## src/hw/rtl/plm_pkg.sv

```systemverilog
// plm_pkg: shared types and codes for the pooled linked list manager
// holds the request/response payload structs and the controller-datapath command and status
// no dependencies
`timescale 1ns / 1ps

package plm_pkg;

   typedef struct packed {
      logic [1:0]  mode;
      logic [7:0]  position;
      logic [31:0] value_in;
   } req_type;

   typedef struct packed {
      logic [1:0]  status;
      logic [7:0]  result_index;
      logic [31:0] value_out;
   } rsp_type;

   // operation codes
   localparam logic [1:0] MODE_INSERT = 2'd0;
   localparam logic [1:0] MODE_ERASE  = 2'd1;
   localparam logic [1:0] MODE_READ   = 2'd2;

   // response status codes
   localparam logic [1:0] STAT_OK     = 2'd0;
   localparam logic [1:0] STAT_FULL   = 2'd1;
   localparam logic [1:0] STAT_NOSUCC = 2'd2;

   // link store read address select
   localparam logic [1:0] LRA_POS  = 2'd0;
   localparam logic [1:0] LRA_FREE = 2'd1;
   localparam logic [1:0] LRA_LINK = 2'd2;

   // value store read address select
   localparam logic VRA_POS  = 1'b0;
   localparam logic VRA_LINK = 1'b1;

   // link store update select
   localparam logic [2:0] WR_NONE      = 3'd0;
   localparam logic [2:0] WR_INS_FRESH = 3'd1;
   localparam logic [2:0] WR_INS_POS   = 3'd2;
   localparam logic [2:0] WR_ERA_POS   = 3'd3;
   localparam logic [2:0] WR_ERA_GONE  = 3'd4;

   // response kinds
   localparam logic [2:0] RES_NONE   = 3'd0;
   localparam logic [2:0] RES_FULL   = 3'd1;
   localparam logic [2:0] RES_NOSUCC = 3'd2;
   localparam logic [2:0] RES_INSERT = 3'd3;
   localparam logic [2:0] RES_ERASE  = 3'd4;
   localparam logic [2:0] RES_READ   = 3'd5;

   typedef struct packed {
      logic       capture;
      logic       clr_write;
      logic       link_rd_en;
      logic [1:0] link_rd_sel;
      logic       val_rd_en;
      logic       val_rd_sel;
      logic       save_d1;
      logic [2:0] wr_sel;
      logic       res_set;
      logic [2:0] res_kind;
      logic       load_rsp;
   } cmd_type;

   typedef struct packed {
      logic [1:0] mode;
      logic       in_range;
      logic       free_ok;
      logic       link_zero;
      logic       clear_last;
      logic       rsp_free;
   } stat_type;

endpackage

```

## src/hw/rtl/plm_ctrl.sv

```systemverilog
// plm_ctrl: sequencing state machine for the pooled linked list manager
// depends on plm_pkg for the command and status structs and operation codes
`timescale 1ns / 1ps

module plm_ctrl (
   input  logic              clock,
   input  logic              reset,
   input  logic              req_valid,
   output logic              req_stall,
   input  plm_pkg::stat_type stat,
   output plm_pkg::cmd_type  cmd
);

   import plm_pkg::*;

   localparam logic [2:0] S_CLEAR = 3'd0;
   localparam logic [2:0] S_IDLE  = 3'd1;
   localparam logic [2:0] S_RD1   = 3'd2;
   localparam logic [2:0] S_RD2   = 3'd3;
   localparam logic [2:0] S_WR1   = 3'd4;
   localparam logic [2:0] S_WR2   = 3'd5;
   localparam logic [2:0] S_RESP  = 3'd6;

   logic [2:0] state_ff;
   logic [2:0] state_in;

   always_ff @(posedge clock) begin
      if (reset) begin
         state_ff <= S_CLEAR;
      end else begin
         state_ff <= state_in;
      end
   end

   assign req_stall = (state_ff != S_IDLE);

   always_comb begin
      state_in = state_ff;
      cmd = '0;
      cmd.link_rd_sel = LRA_POS;
      cmd.val_rd_sel = VRA_POS;
      cmd.wr_sel = WR_NONE;
      cmd.res_kind = RES_NONE;
      case (state_ff)
         S_CLEAR: begin
            cmd.clr_write = 1'b1;
            if (stat.clear_last) begin
               state_in = S_IDLE;
            end
         end
         S_IDLE: begin
            if (req_valid) begin
               cmd.capture = 1'b1;
               state_in = S_RD1;
            end
         end
         S_RD1: begin
            cmd.res_set = 1'b1;
            state_in = S_RESP;
            case (stat.mode)
               MODE_INSERT: begin
                  if (!stat.in_range || !stat.free_ok) begin
                     cmd.res_kind = RES_FULL;
                  end else begin
                     cmd.res_set = 1'b0;
                     cmd.link_rd_en = 1'b1;
                     state_in = S_RD2;
                  end
               end
               MODE_ERASE: begin
                  if (!stat.in_range) begin
                     cmd.res_kind = RES_NOSUCC;
                  end else begin
                     cmd.res_set = 1'b0;
                     cmd.link_rd_en = 1'b1;
                     state_in = S_RD2;
                  end
               end
               MODE_READ: begin
                  if (stat.in_range) begin
                     cmd.res_set = 1'b0;
                     cmd.link_rd_en = 1'b1;
                     cmd.val_rd_en = 1'b1;
                     state_in = S_RD2;
                  end
               end
               default: begin
                  cmd.res_kind = RES_NONE;
               end
            endcase
         end
         S_RD2: begin
            cmd.save_d1 = 1'b1;
            case (stat.mode)
               MODE_INSERT: begin
                  cmd.link_rd_en = 1'b1;
                  cmd.link_rd_sel = LRA_FREE;
                  state_in = S_WR1;
               end
               MODE_ERASE: begin
                  if (stat.link_zero) begin
                     cmd.res_set = 1'b1;
                     cmd.res_kind = RES_NOSUCC;
                     state_in = S_RESP;
                  end else begin
                     // fetch the successor's link and value
                     cmd.link_rd_en = 1'b1;
                     cmd.link_rd_sel = LRA_LINK;
                     cmd.val_rd_en = 1'b1;
                     cmd.val_rd_sel = VRA_LINK;
                     state_in = S_WR1;
                  end
               end
               default: begin
                  cmd.res_set = 1'b1;
                  cmd.res_kind = RES_READ;
                  state_in = S_RESP;
               end
            endcase
         end
         S_WR1: begin
            cmd.wr_sel = (stat.mode == MODE_INSERT) ? WR_INS_FRESH : WR_ERA_POS;
            state_in = S_WR2;
         end
         S_WR2: begin
            cmd.res_set = 1'b1;
            if (stat.mode == MODE_INSERT) begin
               cmd.wr_sel = WR_INS_POS;
               cmd.res_kind = RES_INSERT;
            end else begin
               cmd.wr_sel = WR_ERA_GONE;
               cmd.res_kind = RES_ERASE;
            end
            state_in = S_RESP;
         end
         S_RESP: begin
            if (stat.rsp_free) begin
               cmd.load_rsp = 1'b1;
               state_in = S_IDLE;
            end
         end
         default: begin
            state_in = S_IDLE;
         end
      endcase
   end

endmodule

```

## config.mk

```make
export PLATFORM = sky130hd
export DESIGN_NAME = plm_ctrl
export DESIGN_NICKNAME = d
export VERILOG_FILES = /design/src/hw/rtl/plm_pkg.sv /design/src/hw/rtl/plm_ctrl.sv
export SDC_FILE = /design/constraint.sdc
export NUM_CORES = 1
export LEC_CHECK = 0
export BUFFER_PORTS_ARGS = -buffer_cell sky130_fd_sc_hd__buf_2
export CORE_MARGIN = 3
export CORE_UTILIZATION = 25
export CTS_CLUSTER_SIZE = 30
export DETAILED_ROUTE_END_ITERATION = 16
export PLACE_DENSITY = 0.49
export SYNTH_ARGS = -nofsm -noshare
export SYNTH_HDL_FRONTEND = slang
export SYNTH_SLANG_ARGS = --single-unit
```

## constraint.sdc

```tcl
create_clock -name clock -period 1 [get_ports clock]
set_input_delay 0.05 -clock clock [delete_from_list [all_inputs] [get_ports clock]]
set_output_delay 0.05 -clock clock [all_outputs]
set_load 0.005 [all_outputs]
```

==> results.md <==
- Max cap viols: 0
- Final WS setup: -0.279 ns
- DRC violations left: 0
- Initial Util: 0.273
- First-pass DRT Iterations: 4
- Slew of the pin with the lowest slew margin: between 0.2 and 0.25 ns
- Later-pin clock latency in the skew report: 0.23 ns
- RSZ-0062 raised after global routing: true
- Top Registers: state_ff: 3 flops
- Port Buffers: 26
- Clock sink total: 3
- Final hold viol count: 0
- Total grt overflow: 0
- Total CTS buffers: 3
- ANT cells: 0
- Power share of the combinational group: 0.614
- Mux cell area share after synthesis: 0
- Post-synthesis xor/xnor area fraction: 0
- Leakage: slightly above 0.5 nW
- Area fraction of the dominant cell type after synthesis: 0.113
- WL/cell: around 11 um
- GP Congestion: approximately 0.75
- Synth Area in Compound Gates: 0.234
- Die H: 53.0 um
- Layout cells sized above 1: 0.667
- Largest net degree at the start of global routing: 9
- Slew Viols, Final: 0
- Top FF cell, synth: dfxtp_1
- Min Tclk post-route: 1.28 ns
- Worst-path cell chain: and2b_2, o21ai_2, o31ai_1, buf_2
- Worst Path Required: 0.95 ns
- Main combinational cell family by area after synthesis: simple AND/OR/NAND/NOR gates
- Sw frac: 0.374
- Area share of and/or/nand/nor cells after synthesis: 0.410
- Largest register FFs: 3
- Final setup viols: 19
- Via density: 4.59
- Die X: 53.0 um
- Synth Area in Adders: 0.113
- DP Cell Count: 143
- Seq/Total Area, Yosys: 0.109
- Slew margin rel.: 0.840
- DIE AREA: 2810 um2
- Final Power: 1.03 mW
- R2R Setup Slk: -0.05 ns
- Placed Instance Area: roughly 800 um2
- CTS Buffer Depth: 2
- Crit path largest cell delay: 0.38 ns
- Final std cells w/o fill: 153
- Synthesized instance count: 79
- Crit Path Class: flip-flop to primary output
- Cell internal pwr: about 0.65 mW
- CTS tree: yes
- Worst-path clk slew: about 0.04 ns
- Final period utilization: 1.28
- NetSw: 0.386 mW
- Core Region: 2020 um2
- Global-route wire length before repair: between 2 and 3 mm
- Initial antenna violation count: 0
- Most flop-heavy register: state_ff
- Routed Antenna Nets: 0
- Max Clock Skew: 0.00555 ns
- Post-Syn Area per Cell: between 6 and 7 um2
- Row count: 16
- Failing checks: negative setup slack
- Routed Wire Length: 1.68 mm
- Clock share of power: 0.209
- FILL cells: ~190
- Run status: finished with violations
- DR vias: 703
- HP Class: input pin to flip-flop
- Sequential share of power: 0.177
- Nets: 142
- Crit path DAT: around 1.2 ns
- CP Max Fanout: 6
- Maximum vdd drop: between 1 and 1.5 mV
- Final Cell Area: 1050 um2
- CTS root buffer: clkbuf_4
- Syn_nets: 94
- Synthesized area: approximately 550 um2
- Pre-CTS setup slack: -0.278 ns
- Setup_tns: -3.34 ns
- Ys async rst share: 0
- Seq cells post-synth: 3
- DP Wirelength: 1.19 mm
- Synth area leaders: ha_1, dfxtp_1, nor2_1
- F_max: 782 MHz
- Drt initial violations: 13
- Post-synth EDFFs: 0
- Vias in the first global route: 650
- IO Count: 27
- Max H-tree Level: 1
- Startpoint Class: flip-flop
- Synth warn: 0
- Worst-path cell with the longest stage delay: dfxtp_4
- Cell taking the most area after synthesis: ha_1
- Power density cells: 983 nW/um2
- Unique masters post-synth: 29
- GRT Total Usage: 0.128
- Layout area overhead: 90.3%
- Count leader, synth: nor2_1
- Post-synth top cells: nor2_1, ha_1, nand2_1
- Element type at the critical path end: primary output
-- kinds of logic (layout without fill, tap and decap cells) --
family,Yosys count,after routing
AOI/OAI and AO/OA,19,19
adders and majority gates,5,5
buffers and inverters,11,58
DFF,3,3
and+or+nand+nor,41,41
-- metrics by stage --
| stage | util | hold WS, ns |
|---|---|---|
| 6_report | 0.519 | 0.141 |
| 3_5_place_dp | 0.395 | 0.244 |
| 3_3_place_gp | 0.395 | 0.237 |
| 4_1_cts | 0.496 | 0.138 |
| 2_1_floorplan | - | 0.105 |
| 5_1_grt | 0.519 | 0.147 |
-- placed cells by master (no fill, tap or decap), drive strengths merged, types with 5 or more instances in the layout --
cell and count:
a21oi 5, ha 5, nor2 13, nand2 6
buf 49
-- what timing repair did --
item,in CTS,in global routing
pin swaps,16,8
resized for setup,39,9
buffers inserted,4,1
cloned,0,0
setup endpoints to repair,20,20
hold buffers,1,0
endpoints found under the hold margin,1,0
-- power by group through the flow --
stage               sequential [mW]  combinational, mW  clock, mW
floorplan                     0.152              0.306          0
global placement              0.176              0.476          0
detailed placement            0.174              0.477          0
CTS                           0.179              0.597      0.221
global route                  0.188              0.696      0.246
finish                        0.182              0.634      0.216
-- per-layer routing --
layer	share of wire	track usage	vias up
met5	0	0	-
met4	0	0.0255	0
met3	0.032	0.0338	0
met2	0.54	0.231	11
met1	0.42	0.151	329
li1	-	-	363
-- worst max-delay path: cells and delay by family, from the launching register on --
family          cells  cell delay, ns
buf+inv             1            0.13
compound gates      2            0.22
simple gates        1            0.27
flops               1            0.38
-- worst paths after layout --
kind / to / startpoint / cells after the start
hold / removal: state_ff[2] / stat[0] / 4
setup / recovery: cmd[4] / state_ff[1] / 4
setup reg to reg: state_ff[0] / state_ff[0] / 5
hold reg to reg: state_ff[2] / state_ff[0] / 2
-- cell type report --
| cell class | count | area [um2] | share of cell area |
|---|---|---|---|
| Inverter | 4 | 25.0 | 0.0238 |
| Timing Repair Buffer | 50 | 367 | 0.349 |
| Tap cell | 27 | 33.8 | 0.0322 |
| Multi-Input combinational cell | 65 | 527 | 0.502 |
| Clock buffer | 4 | 26.3 | 0.0250 |
| Sequential cell | 3 | 71.3 | 0.0679 |
Power figures use the tool's default switching activity.
